### src/sv/assert_macros.svh
// Assertion macros shared by the deframer RTL.
// Expects clk and arst_n to be visible at the point of use.
`ifndef ASSERT_MACROS_SVH
`define ASSERT_MACROS_SVH

// Property that must hold at every edge outside of reset.
`define X11RD_CHECK(lbl, prop, msg) \
	lbl: assert property (@(posedge clk) disable iff (!arst_n) prop) \
		else $error(msg);

// Antecedent in this cycle implies consequent in the next one.
`define X11RD_CHECK_NEXT(lbl, ante, cons, msg) \
	lbl: assert property (@(posedge clk) disable iff (!arst_n) (ante) |=> (cons)) \
		else $error(msg);

`endif

### src/sv/x11rd_pkg.sv
// Types and constants of the X11 request deframer.
// No dependencies; used by every module of the block.
package x11rd_pkg;

	typedef enum logic [2:0] {
		PH_SETUP   = 3'd0,
		PH_AUTH    = 3'd1,
		PH_HEADER  = 3'd2,
		PH_EXTLEN  = 3'd3,
		PH_PAYLOAD = 3'd4,
		PH_CLOSED  = 3'd5
	} phase_t;

	typedef enum logic [1:0] {
		ERR_NONE    = 2'd0,
		ERR_ORDER   = 2'd1,
		ERR_ZERO    = 2'd2,
		ERR_EXT_LEN = 2'd3
	} err_t;

	localparam logic [7:0] BOM_LITTLE   = 8'h6C;
	localparam logic [3:0] SETUP_LAST   = 4'd11;
	localparam logic [3:0] HDR_LAST     = 4'd3;
	localparam logic       REG_BRE_IDX  = 1'b0;

	typedef struct packed {
		phase_t       phase;
		logic [3:0]   byte_index;
		logic [7:0]   first_byte;
		logic [15:0]  name_len;
		logic [15:0]  data_len;
		logic [17:0]  skip;
		logic [7:0]   maj;
		logic [7:0]   mnr;
		logic [7:0]   len_lo;
		logic [23:0]  ext;
		logic [33:0]  pay;
		logic [31:0]  words;
		logic [15:0]  seq;
	} state_t;

	typedef struct packed {
		logic [2:0]   byte_role;
		logic [7:0]   data_out;
		logic         setup_done;
		logic         request_done;
		logic [7:0]   major_opcode;
		logic [7:0]   minor_opcode;
		logic [15:0]  sequence_res;
		logic [31:0]  request_words;
		err_t         error_code;
		logic         closed;
	} result_t;

	function automatic logic [16:0] round4(input logic [15:0] n);
		logic [16:0] s;
		s = {1'b0, n} + 17'd3;
		return {s[16:2], 2'b00};
	endfunction

endpackage

### src/sv/x11rd_if.sv
// Stream interfaces of the deframer: received bytes in, classified bytes out.
// No dependencies.
interface x11rd_byte_if;
	logic       valid;
	logic       ready;
	logic [7:0] data_byte;
	logic       conn_start;

	modport source (output valid, data_byte, conn_start, input ready);
	modport sink   (input valid, data_byte, conn_start, output ready);
endinterface

interface x11rd_res_if;
	logic        valid;
	logic        ready;
	logic [2:0]  byte_role;
	logic [7:0]  data_out;
	logic        setup_done;
	logic        request_done;
	logic [7:0]  major_opcode;
	logic [7:0]  minor_opcode;
	logic [15:0] sequence_res;
	logic [31:0] request_words;
	logic [1:0]  error_code;
	logic        closed;

	modport source (output valid, byte_role, data_out, setup_done, request_done,
		major_opcode, minor_opcode, sequence_res, request_words, error_code, closed,
		input ready);
	modport sink (input valid, byte_role, data_out, setup_done, request_done,
		major_opcode, minor_opcode, sequence_res, request_words, error_code, closed,
		output ready);
endinterface

### src/sv/x11rd_step.sv
// Single-byte step of the deframer: next connection state and the result item.
// Depends on x11rd_pkg.
module x11rd_step (
	input  x11rd_pkg::state_t  st,
	input  logic [7:0]         data_byte,
	input  logic               conn_start,
	input  logic               big_req,
	output x11rd_pkg::state_t  nxt,
	output x11rd_pkg::result_t res
);
	import x11rd_pkg::*;

	state_t       cur;
	logic [15:0]  len16;
	logic [31:0]  ext_w;
	logic [33:0]  hdr_pay;
	logic [33:0]  ext_pay;
	logic [33:0]  pay_dec;
	logic [17:0]  skip_dec;
	logic [17:0]  skip_sum;
	logic [15:0]  seq_inc;
	logic         bom_ok;

	// A new connection starts from cleared state before this byte is taken.
	always_comb begin
		cur = st;
		if (conn_start) begin
			cur = '0;
			cur.phase = PH_SETUP;
		end
	end

	assign len16    = {data_byte, cur.len_lo};
	assign ext_w    = {data_byte, cur.ext};
	assign hdr_pay  = {16'd0, len16, 2'b00} - 34'd4;
	assign ext_pay  = {ext_w, 2'b00} - 34'd8;
	assign pay_dec  = cur.pay - 34'd1;
	assign skip_dec = cur.skip - 18'd1;
	assign skip_sum = {1'b0, round4(cur.name_len)} + {1'b0, round4(cur.data_len)};
	assign seq_inc  = cur.seq + 16'd1;
	assign bom_ok   = (cur.first_byte == BOM_LITTLE);

	// Next state
	always_comb begin
		nxt = cur;
		unique case (cur.phase)
			PH_SETUP: begin
				case (cur.byte_index)
					4'd0: nxt.first_byte = data_byte;
					4'd6: nxt.name_len[7:0] = data_byte;
					4'd7: nxt.name_len[15:8] = data_byte;
					4'd8: nxt.data_len[7:0] = data_byte;
					4'd9: nxt.data_len[15:8] = data_byte;
					default: ;
				endcase
				if (cur.byte_index >= SETUP_LAST) begin
					nxt.byte_index = '0;
					if (!bom_ok) begin
						nxt.phase = PH_CLOSED;
					end else begin
						nxt.skip  = skip_sum;
						nxt.phase = (skip_sum != '0) ? PH_AUTH : PH_HEADER;
					end
				end else begin
					nxt.byte_index = cur.byte_index + 4'd1;
				end
			end
			PH_AUTH: begin
				nxt.skip = skip_dec;
				if (skip_dec == '0) begin
					nxt.phase      = PH_HEADER;
					nxt.byte_index = '0;
				end
			end
			PH_HEADER: begin
				case (cur.byte_index)
					4'd0: nxt.maj = data_byte;
					4'd1: nxt.mnr = data_byte;
					4'd2: nxt.len_lo = data_byte;
					default: ;
				endcase
				if (cur.byte_index >= HDR_LAST) begin
					nxt.byte_index = '0;
					if (len16 == '0) begin
						if (big_req) begin
							nxt.phase = PH_EXTLEN;
							nxt.ext   = '0;
						end else begin
							nxt.phase = PH_CLOSED;
						end
					end else begin
						nxt.words = {16'd0, len16};
						nxt.pay   = hdr_pay;
						if (hdr_pay == '0) begin
							nxt.seq = seq_inc;
						end else begin
							nxt.phase = PH_PAYLOAD;
						end
					end
				end else begin
					nxt.byte_index = cur.byte_index + 4'd1;
				end
			end
			PH_EXTLEN: begin
				if (cur.byte_index >= HDR_LAST) begin
					nxt.byte_index = '0;
					if (ext_w < 32'd2) begin
						nxt.phase = PH_CLOSED;
					end else begin
						nxt.words = ext_w;
						nxt.pay   = ext_pay;
						if (ext_pay == '0) begin
							nxt.seq   = seq_inc;
							nxt.phase = PH_HEADER;
						end else begin
							nxt.phase = PH_PAYLOAD;
						end
					end
				end else begin
					case (cur.byte_index)
						4'd0: nxt.ext[7:0] = cur.ext[7:0] | data_byte;
						4'd1: nxt.ext[15:8] = cur.ext[15:8] | data_byte;
						4'd2: nxt.ext[23:16] = cur.ext[23:16] | data_byte;
						default: ;
					endcase
					nxt.byte_index = cur.byte_index + 4'd1;
				end
			end
			PH_PAYLOAD: begin
				nxt.pay = pay_dec;
				if (pay_dec == '0) begin
					nxt.seq        = seq_inc;
					nxt.phase      = PH_HEADER;
					nxt.byte_index = '0;
				end
			end
			default: nxt.phase = PH_CLOSED;
		endcase
	end

	// Result item
	always_comb begin
		res = '0;
		res.byte_role  = cur.phase;
		res.data_out   = data_byte;
		res.error_code = ERR_NONE;
		unique case (cur.phase)
			PH_SETUP: begin
				if (cur.byte_index >= SETUP_LAST) begin
					if (!bom_ok) begin
						res.error_code = ERR_ORDER;
						res.closed     = 1'b1;
					end else begin
						res.setup_done = 1'b1;
					end
				end
			end
			PH_AUTH: ;
			PH_HEADER: begin
				res.major_opcode = nxt.maj;
				res.minor_opcode = nxt.mnr;
				if (cur.byte_index >= HDR_LAST) begin
					if (len16 == '0) begin
						if (!big_req) begin
							res.error_code = ERR_ZERO;
							res.closed     = 1'b1;
						end
					end else if (hdr_pay == '0) begin
						res.request_done  = 1'b1;
						res.sequence_res  = seq_inc;
						res.request_words = {16'd0, len16};
					end
				end
			end
			PH_EXTLEN: begin
				res.major_opcode = cur.maj;
				res.minor_opcode = cur.mnr;
				if (cur.byte_index >= HDR_LAST) begin
					if (ext_w < 32'd2) begin
						res.error_code = ERR_EXT_LEN;
						res.closed     = 1'b1;
					end else if (ext_pay == '0) begin
						res.request_done  = 1'b1;
						res.sequence_res  = seq_inc;
						res.request_words = ext_w;
					end
				end
			end
			PH_PAYLOAD: begin
				res.major_opcode = cur.maj;
				res.minor_opcode = cur.mnr;
				if (pay_dec == '0) begin
					res.request_done  = 1'b1;
					res.sequence_res  = seq_inc;
					res.request_words = cur.words;
				end
			end
			default: begin
				res.byte_role = PH_CLOSED;
				res.closed    = 1'b1;
			end
		endcase
	end

endmodule

### src/sv/x11rd_out_reg.sv
// Result register of the deframer with valid/ready hold.
// Depends on x11rd_pkg.
module x11rd_out_reg (
	input  logic               clk,
	input  logic               arst_n,
	input  logic               load,
	input  x11rd_pkg::result_t item,
	input  logic               ready,
	output logic               valid,
	output x11rd_pkg::result_t item_out
);
	import x11rd_pkg::*;

	logic    valid_q;
	result_t item_q;

	always_ff @(posedge clk or negedge arst_n) begin
		if (!arst_n) begin
			valid_q <= 1'b0;
		end else begin
			valid_q <= load | (valid_q & ~ready);
		end
	end

	// Payload loads only on a fresh result; held otherwise.
	always_ff @(posedge clk) begin
		if (load) begin
			item_q <= item;
		end
	end

	assign valid    = valid_q;
	assign item_out = item_q;

endmodule

### src/sv/x11_request_deframer.sv
// X11 request deframer, one little-endian client connection, one byte per transfer.
// Path to the result: input register, then result register.
// Throughput: one byte per cycle unless result stalls; one state step per byte.
// Reset (arst_n low, asynchronous): setup phase, counters and lengths zero,
// big_requests_enabled off, both pipeline registers empty.
// Depends on x11rd_pkg, x11rd_if, x11rd_step, x11rd_out_reg, assert_macros.svh.
`include "assert_macros.svh"

module x11_request_deframer (
	input  logic              clk,
	input  logic              arst_n,
	input  logic              psel,
	input  logic              penable,
	input  logic              pwrite,
	input  logic [2:0]        paddr,
	input  logic [31:0]       pwdata,
	output logic [31:0]       prdata,
	output logic              pready,
	x11rd_byte_if.sink        stream,
	x11rd_res_if.source       result
);
	import x11rd_pkg::*;

	// Configuration register and connection state.
	logic     bre_q;
	state_t   st_q;
	state_t   st_nxt;

	// Input register stage.
	logic       v_s1;
	logic [7:0] data_s1;
	logic       start_s1;

	// Result path.
	result_t  res_c;
	result_t  res_q;
	logic     advance;
	logic     cfg_wr;
	logic     out_err;
	logic     out_done;

	// APB: always ready, register 0 at byte address 0, upper address bit selects index.
	assign pready = 1'b1;
	assign cfg_wr = psel & penable & pwrite & (paddr[2] == REG_BRE_IDX);

	always_comb begin
		prdata = '0;
		if (paddr[2] == REG_BRE_IDX) begin
			prdata = {31'd0, bre_q};
		end
	end

	always_ff @(posedge clk or negedge arst_n) begin
		if (!arst_n) begin
			bre_q <= 1'b0;
		end else if (cfg_wr) begin
			bre_q <= pwdata[0];
		end
	end

	// Move the held byte into the result register whenever that register is free
	// or being drained this cycle; take a new byte whenever the input stage empties.
	assign advance      = v_s1 & (~result.valid | result.ready);
	assign stream.ready = ~v_s1 | advance;

	always_ff @(posedge clk or negedge arst_n) begin
		if (!arst_n) begin
			v_s1 <= 1'b0;
		end else if (stream.ready) begin
			v_s1 <= stream.valid;
		end
	end

	always_ff @(posedge clk) begin
		if (stream.ready & stream.valid) begin
			data_s1  <= stream.data_byte;
			start_s1 <= stream.conn_start;
		end
	end

	x11rd_step u_step (
		.st         (st_q),
		.data_byte  (data_s1),
		.conn_start (start_s1),
		.big_req    (bre_q),
		.nxt        (st_nxt),
		.res        (res_c)
	);

	// Commit the connection state only when the byte's result is taken in.
	// The setup phase encodes as zero, so clearing the state selects it.
	always_ff @(posedge clk or negedge arst_n) begin
		if (!arst_n) begin
			st_q <= '0;
		end else if (advance) begin
			st_q <= st_nxt;
		end
	end

	x11rd_out_reg u_out (
		.clk      (clk),
		.arst_n   (arst_n),
		.load     (advance),
		.item     (res_c),
		.ready    (result.ready),
		.valid    (result.valid),
		.item_out (res_q)
	);

	assign result.byte_role     = res_q.byte_role;
	assign result.data_out      = res_q.data_out;
	assign result.setup_done    = res_q.setup_done;
	assign result.request_done  = res_q.request_done;
	assign result.major_opcode  = res_q.major_opcode;
	assign result.minor_opcode  = res_q.minor_opcode;
	assign result.sequence_res  = res_q.sequence_res;
	assign result.request_words = res_q.request_words;
	assign result.error_code    = res_q.error_code;
	assign result.closed        = res_q.closed;

	assign out_err  = result.valid & (result.error_code != ERR_NONE);
	assign out_done = result.valid & result.request_done;

	// Auth skip never sits with an exhausted count.
	`X11RD_CHECK(a_auth_count, (st_q.phase == PH_AUTH) |-> (st_q.skip != '0), "auth skip at zero")
	// A byte moved out of the input stage shows up as a result next cycle.
	`X11RD_CHECK_NEXT(a_adv_valid, advance, result.valid, "advanced byte lost")
	// Any error closes the connection on the same byte.
	`X11RD_CHECK(a_err_closed, out_err |-> result.closed, "error without close")
	// A completed request carries a nonzero length and never closes.
	`X11RD_CHECK(a_done_len, out_done |-> (result.request_words != '0 && !result.closed), "bad done")

endmodule

### src/flat_wrapper.sv
// flat-port wrapper written by rule: the top's interface ports become plain ports
module x11_request_deframer_flat import x11rd_pkg::*;
  (clk, arst_n, psel, penable, pwrite, paddr, pwdata, prdata, pready, stream_valid, stream_data_byte, stream_conn_start, stream_ready, result_valid, result_byte_role, result_data_out, result_setup_done, result_request_done, result_major_opcode, result_minor_opcode, result_sequence_res, result_request_words, result_error_code, result_closed, result_ready);
  x11rd_byte_if stream_i ();
  x11rd_res_if result_i ();
  input  logic clk;
  input  logic arst_n;
  input  logic psel;
  input  logic penable;
  input  logic pwrite;
  input  logic [2:0] paddr;
  input  logic [31:0] pwdata;
  output logic [31:0] prdata;
  output logic pready;
  input wire logic [$bits(stream_i.valid)-1:0] stream_valid;
  input wire logic [$bits(stream_i.data_byte)-1:0] stream_data_byte;
  input wire logic [$bits(stream_i.conn_start)-1:0] stream_conn_start;
  output wire logic [$bits(stream_i.ready)-1:0] stream_ready;
  output wire logic [$bits(result_i.valid)-1:0] result_valid;
  output wire logic [$bits(result_i.byte_role)-1:0] result_byte_role;
  output wire logic [$bits(result_i.data_out)-1:0] result_data_out;
  output wire logic [$bits(result_i.setup_done)-1:0] result_setup_done;
  output wire logic [$bits(result_i.request_done)-1:0] result_request_done;
  output wire logic [$bits(result_i.major_opcode)-1:0] result_major_opcode;
  output wire logic [$bits(result_i.minor_opcode)-1:0] result_minor_opcode;
  output wire logic [$bits(result_i.sequence_res)-1:0] result_sequence_res;
  output wire logic [$bits(result_i.request_words)-1:0] result_request_words;
  output wire logic [$bits(result_i.error_code)-1:0] result_error_code;
  output wire logic [$bits(result_i.closed)-1:0] result_closed;
  input wire logic [$bits(result_i.ready)-1:0] result_ready;
  assign stream_i.valid = stream_valid;
  assign stream_i.data_byte = stream_data_byte;
  assign stream_i.conn_start = stream_conn_start;
  assign stream_ready = stream_i.ready;
  assign result_valid = result_i.valid;
  assign result_byte_role = result_i.byte_role;
  assign result_data_out = result_i.data_out;
  assign result_setup_done = result_i.setup_done;
  assign result_request_done = result_i.request_done;
  assign result_major_opcode = result_i.major_opcode;
  assign result_minor_opcode = result_i.minor_opcode;
  assign result_sequence_res = result_i.sequence_res;
  assign result_request_words = result_i.request_words;
  assign result_error_code = result_i.error_code;
  assign result_closed = result_i.closed;
  assign result_i.ready = result_ready;
  x11_request_deframer u_core (.clk(clk), .arst_n(arst_n), .psel(psel), .penable(penable), .pwrite(pwrite), .paddr(paddr), .pwdata(pwdata), .prdata(prdata), .pready(pready), .stream(stream_i), .result(result_i));
endmodule
### config.mk
export PLATFORM = sky130hd
export DESIGN_NAME = x11_request_deframer_flat
export DESIGN_NICKNAME = d
export VERILOG_FILES = /design/src/sv/x11rd_pkg.sv /design/src/sv/x11rd_if.sv /design/src/sv/x11rd_step.sv /design/src/sv/x11rd_out_reg.sv /design/src/sv/x11_request_deframer.sv /design/src/flat_wrapper.sv
export VERILOG_INCLUDE_DIRS = /design/src /design/src/sv
export SDC_FILE = /design/constraint.sdc
export NUM_CORES = 1
export LEC_CHECK = 0
export BUFFER_PORTS_ARGS = -buffer_cell sky130_fd_sc_hd__buf_2
export CAP_MARGIN = 0
export CORE_MARGIN = 8
export CORE_UTILIZATION = 51
export CTS_CLUSTER_DIAMETER = 50
export CTS_CLUSTER_SIZE = 28
export DETAILED_ROUTE_END_ITERATION = 6
export MAX_ROUTING_LAYER = met4
export PLACE_DENSITY = 0.74
export SLEW_MARGIN = 15
export SYNTH_ARGS = -nofsm -noshare
export SYNTH_HDL_FRONTEND = slang
export SYNTH_HIERARCHICAL = 1
export SYNTH_SLANG_ARGS = --single-unit
### constraint.sdc
create_clock -name clk -period 6.2 [get_ports clk]
set_input_delay 0.62 -clock clk [delete_from_list [all_inputs] [get_ports clk]]
set_output_delay 0.62 -clock clk [all_outputs]
set_load 0.02 [all_outputs]
### After elaboration in Yosys (flattened, before gate mapping)

Cells that the tools add are included.

* add/subtract/negate cells: 9
* multipliers: 0
* divide/modulo/power cells: 0
* order comparisons: 3
* equality and inequality tests: 11
* shift-type cells: 0
* mux-type cells: 71
* bitwise logic cells: 16
* reductions and logical operators: 12

Operators by type and width (count)
* 82-bit 2-to-1 mux: 3
* 48-bit 2-to-1 mux: 5
* 195-bit 2-to-1 mux: 1
* 65-bit one-hot mux with 3 select lines: 1
* 106-bit 2-to-1 mux: 1
* 34-bit zero test: 3
* 51-bit 2-to-1 mux: 2
* 34-bit one-hot mux with 3 select lines: 1
* 24-bit 2-to-1 mux: 4
* 8-bit 2-to-1 mux: 11
* 32-bit one-hot mux with 2 select lines: 1
* 16-bit 2-to-1 mux: 3
* 16-bit one-hot mux with 3 select lines: 1
* 24-bit one-hot mux with 2 select lines: 1
* 40-bit 2-to-1 mux: 1
* 18-bit 2-to-1 mux: 2
* 3-bit 2-to-1 mux: 12
* 18-bit one-hot mux with 2 select lines: 1
* 16-bit by 2-bit adder with 17-bit output (second input constant): 2
* 34-bit by 1-bit subtractor with 34-bit output (second input constant): 1
* 34-bit by 4-bit subtractor with 34-bit output (second input constant): 1
* 32-bit by 2-bit < comparator with 1-bit output (second input constant): 1
* 8-bit OR: 3
* 18-bit by 3-bit subtractor with 19-bit output (second input constant): 1
* 33 further kinds: 59

* register bits: 287
* latch bits: 0
* memory bits (writable): 0
* ROM bits: 0
* input port bits: 51
* output and inout port bits: 115
* logic and storage cells: 150
* memories: 0

### Longest topological paths before layout

* word-level depth: 8
* gate-level depth with buffers: 23
* depth with buffers taken out: 20

### Hierarchy

The synthesis kept the hierarchy.

Modules (own cells, without submodules)
* x11rd_step: times used 1, cells each 1720, area an instance 9957.0 um2, seq. area each 0.0 um2
* x11_request_deframer: times used 1, cells each 464, area an instance 7858.8 um2, seq. area each 5200.0 um2
* x11rd_out_reg: times used 1, cells each 83, area an instance 2438.6 um2, seq. area each 2427.3 um2

### Worst setup path after synthesis

Ideal clock, no wire load.

* kind: flip-flop to flip-flop
* start: reg u_core.start_s1
* end: reg u_core/st_q[192] (netlist bit)
* library setup time: 128 ps
* data arrival time: 5239 ps
* data required time: 6072 ps
* slack: 833 ps
* cell stages (with the launch flop): 24
* buffers on the path: 9
* clock period less this slack: 5367 ps
* path through: edfxtp_1 -> clkbuf_1 -> buf_2 -> clkbuf_1 -> buf_2 -> buf_1 -> clkbuf_1 -> clkbuf_1 -> buf_2 -> buf_1 -> nor3_1 -> ha_1 -> fa_1 -> a21o_1 -> a21oi_1 -> o21ai_0 -> a21oi_1 -> o21ai_0 -> xor2_1 -> nor2_1 -> and4_1 -> nand4_1 -> a22o_1 -> mux2_1

RTL lines
* start, declared: line x11_request_deframer.sv:32 `logic start_s1;`
* start signal, assigned: line x11_request_deframer.sv:77 `start_s1 <= stream.conn_start;`
* end signal, assigned: line x11_request_deframer.sv:96 `st_q <= st_nxt;`
* end, declared: line x11_request_deframer.sv:26 `state_t st_q;`

==> results.ini <==
[cells_and_area]
drive_above_1_share_pct=14.58
flip_flop_and_latch_area_sq_um=7627
multi_input_comb_area_sq_um=11530
area.growth.synth_to_final_pct=9.668
fillers=3574
final_nets=2375
stdcell_area_sq_um=22210

[logic_synthesis]
proportion_of_register_bits_with_asynchronous_set_or_reset_after_synthesis_pct=68.99
synth_area_sq_um=20250
synth_area_leaders=dfrtp_1 (24%), edfxtp_1 (13%), mux2_1 (7.7%)
seq_total_area_yosys_pct=37.66
synth_edf_count=89
ys_dominant_reg_cell=dfrtp_1
synth_top_cell_by_area=dfrtp_1
synth_warnings=6
post_synth_num_cell_types=100
ys_ff_latch=287
syn_inst=2267
syn_area_per_cell_sq_um=8.934
netlist.area_leader.share_pct=24.46
synth.most_common_cell=nand2_1
yosys-top-cells-count=nand2_1 (244), nor2_1 (202), dfrtp_1 (198)

[die]
fp-row-count=73
floorplan.die.width_microns=215.3
dieHeight_microns=215.3
die_footprint_sq_um=46350
floorplan.initialDensity_pct=51.33
io_pins=166
core_area_sq_um=39460

[critical_path]
data_arrival_time_at_the_worst_slack_endpoint_ns=5.38
cp_slowest_cell=or4b_2
critPathBufInv=2
worst_r2r_startpoint=u_core/start_s1$_DFFE_PP_
path_delay_family=simple AND/OR/NAND/NOR gates
critical_path_peak_fanout=22
worstPathCellList=clkinv_2 -> nand2_1 -> ha_1 -> buf_4 -> or4b_2 -> nor4_4 -> a311oi_1 -> or3_1 -> nor3_1 -> nand4_1 -> nor4b_2 -> a21oi_2 -> mux2_2 -> mux2_1
critical_setup_path_class=reg2reg
critical_path.reg2reg.endpoint=u_core/st_q[188]$_DFFE_PN0P_
timing.critical_path.depth=14
crit_path_max_incr_delay_ns=0.65
worst-r2r-setup-slack_ns=1.27
worst_setup_path_endpoint=u_core/st_q[188]$_DFFE_PN0P_
critical_path_required_ns=6.66
worst_setup_path_start_kind=flop
critical_path_end_type=flop
reg2reg_depth=14
worst_setup_path_startpoint=u_core/start_s1$_DFFE_PP_

[clock_network]
cts_buffer_depth=3
postCtsSetupRepairBufs=0
ctsRootBufferMaster=clkbuf_16
postCtsHoldBufs=0
post_cts.resized_instances=0
htreeDepth=2
clk_transition_reported_paths_ns=0.07
clk_latency_ns=0.57
cts_tree=yes
clock_sinks=287
cts_made_buffers=35

[power]
combinationalPowerShare_pct=21.4
cellInternalPower_w=0.003670
pwr_density_cell_nw_per_um2=247.2
power.sequential.fraction_pct=39.2
power.static_leakage_nw=9.824
net-switching-power_w=0.001822
switching_share_pct=33.17
power.clock.fraction_pct=39.4
peakVddDrop_mv=0.1956

[place]
detailed_place.area_sq_um=20990
io_buffer_count=100
dp.final_hpwl_microns=45850
gpl.final_weighted_congestion=0.9871

[sta]
max_freq_ghz=0.2030
final_skew_ns=0.02690
setup-violations-final=0
grt_setup_unrepaired=no
final.hold.worst_slack_ns=0.04547
maxSlewHeadroom_pct=30.13
period_share_pct=79.45
finalMaxSlewViolations=0
final_hold_vios=0
period_needed_ns=4.926
worst-slew-pin-transition_ns=1.044
fin_setup_tns_ns=0

[drt]
drtIter0Drc=2271
drtPass1Iterations=6
via_per_inst=6.475
wirelength_microns=67110
drcViolationCount=0
dr_total_vias=18420
detail-route-antenna-nets=0
route.detailed.wl_per_inst_microns=23.60

[global_routing]
antenna_found_initial=1
grt_pass1_vias=17610
grt.total_usage_pct=28.84
global_route_wire_length_before_repair_microns=104100
largest_net_degree_at_the_start_of_global_routing=162
grt_remaining_overflow=0

[outcome]
status=completed

[min_path]
hold_class=in2async

[job]
max_cap_violations=0

-- cell type report --
type / instances / area share, %
Clock buffer: 40 / 4.219
Clock inverter: 23 / 1.262
Antenna cell: 1 / 0.01127
Multi-Input combinational cell: 1760 / 51.91
Timing Repair Buffer: 164 / 4.557
Inverter: 44 / 0.7492
Tap cell: 525 / 2.957
Sequential cell: 287 / 34.34
-- how the worst min path moves through the flow --
stage	start	slack, ns	endpoint
after global placement	u_core/st_q[117]$_DFFE_PN0P_	0.46	u_core/st_q[117]$_DFFE_PN0P_
after detailed placement	u_core/st_q[124]$_DFFE_PN0P_	0.47	u_core/st_q[124]$_DFFE_PN0P_
after global routing	arst_n	0.09	u_core/st_q[151]$_DFFE_PN0P_
after CTS	arst_n	0.08	u_core/st_q[151]$_DFFE_PN0P_
after floorplan	arst_n	0.32	u_core/bre_q$_DFFE_PN0P_
final	arst_n	0.05	u_core/st_q[155]$_DFFE_PN0P_
-- power by group through the flow --
stage / Combinational (W) / Sequential [W] / Clock [W]
after detailed placement: 0.00114 / 0.00219 / 0
final: 0.00117 / 0.00216 / 0.00216
after CTS: 0.00115 / 0.00215 / 0.00220
after global placement: 0.00113 / 0.00218 / 0
after floorplan: 0.000768 / 0.00222 / 0
after global routing: 0.00125 / 0.00217 / 0.00227
-- metal layers --
metal  up-vias  share of wire, %  track usage (%)
li1       8298                 -                -
met1      8994                42            37.82
met2       927                44            41.91
met3       197               9.4            6.264
met4         0               5.2            14.09
met5         -                 0                -
-- flip-flops by register name, indices dropped and copies added, names as in the netlist --
| signal | flops |
|---|---|
| u_core/bre_q | 1 |
| u_core/data_s1 | 8 |
| u_core/st_q | 195 |
| u_core/start_s1 | 1 |
| u_core/u_out/item_out | 80 |
| u_core/u_out/valid | 1 |
| u_core/v_s1 | 1 |
-- placed cells by master, fill, tap and decap left out, types with 37 or more instances in the layout --
cell,instances
a21oi_1,85
nand3_1,68
clkbuf_16,37
edfxtp_1,89
nor4_1,41
nand2_1,244
xnor2_1,55
nor3_1,59
buf_4,61
dfrtp_1,198
buf_2,100
nor2_1,201
o21ai_0,185
mux2_1,139
nor2b_1,55
mux2_2,63
inv_1,39
-- worst reg2reg max path, stage by stage (launching register included) --
cell and delay, ns:
edfxtp_1 0.38, clkinv_2 0.38, nand2_1 0.29, ha_1 0.17
buf_4 0.23, or4b_2 0.66, nor4_4 0.35, a311oi_1 0.22
or3_1 0.35, nor3_1 0.20, nand4_1 0.14, nor4b_2 0.63
a21oi_2 0.23, mux2_2 0.31, mux2_1 0.28
-- through the flow --
stage / total power [W] / setup slack [ns] / std cells / util [%]
after CTS: 0.005505 / 1.396 / 2843 / 56.27
final: 0.005491 / 1.274 / 2844 / 56.29
after detailed placement: 0.003334 / 1.401 / 2780 / 53.19
after global placement: 0.003315 / 1.421 / 2779 / 53.16
after floorplan: 0.002985 / 0.8331 / 2297 / -
after global routing: 0.005695 / 1.096 / 2844 / 56.29
-- kinds of logic after synthesis --
group	count (synthesis)	synth area share, %
XOR/XNOR	89	3.849
multiplexers	207	11.48
other	2	0.03708
flip-flops	287	37.66
adder cells (fa/ha/maj)	32	2.014
buffers and inverters	250	6.048
AND/OR/NAND/NOR	860	21.32
AO/OA/AOI/OAI	540	17.60
Note: power is estimated with default switching activity, not from simulation.
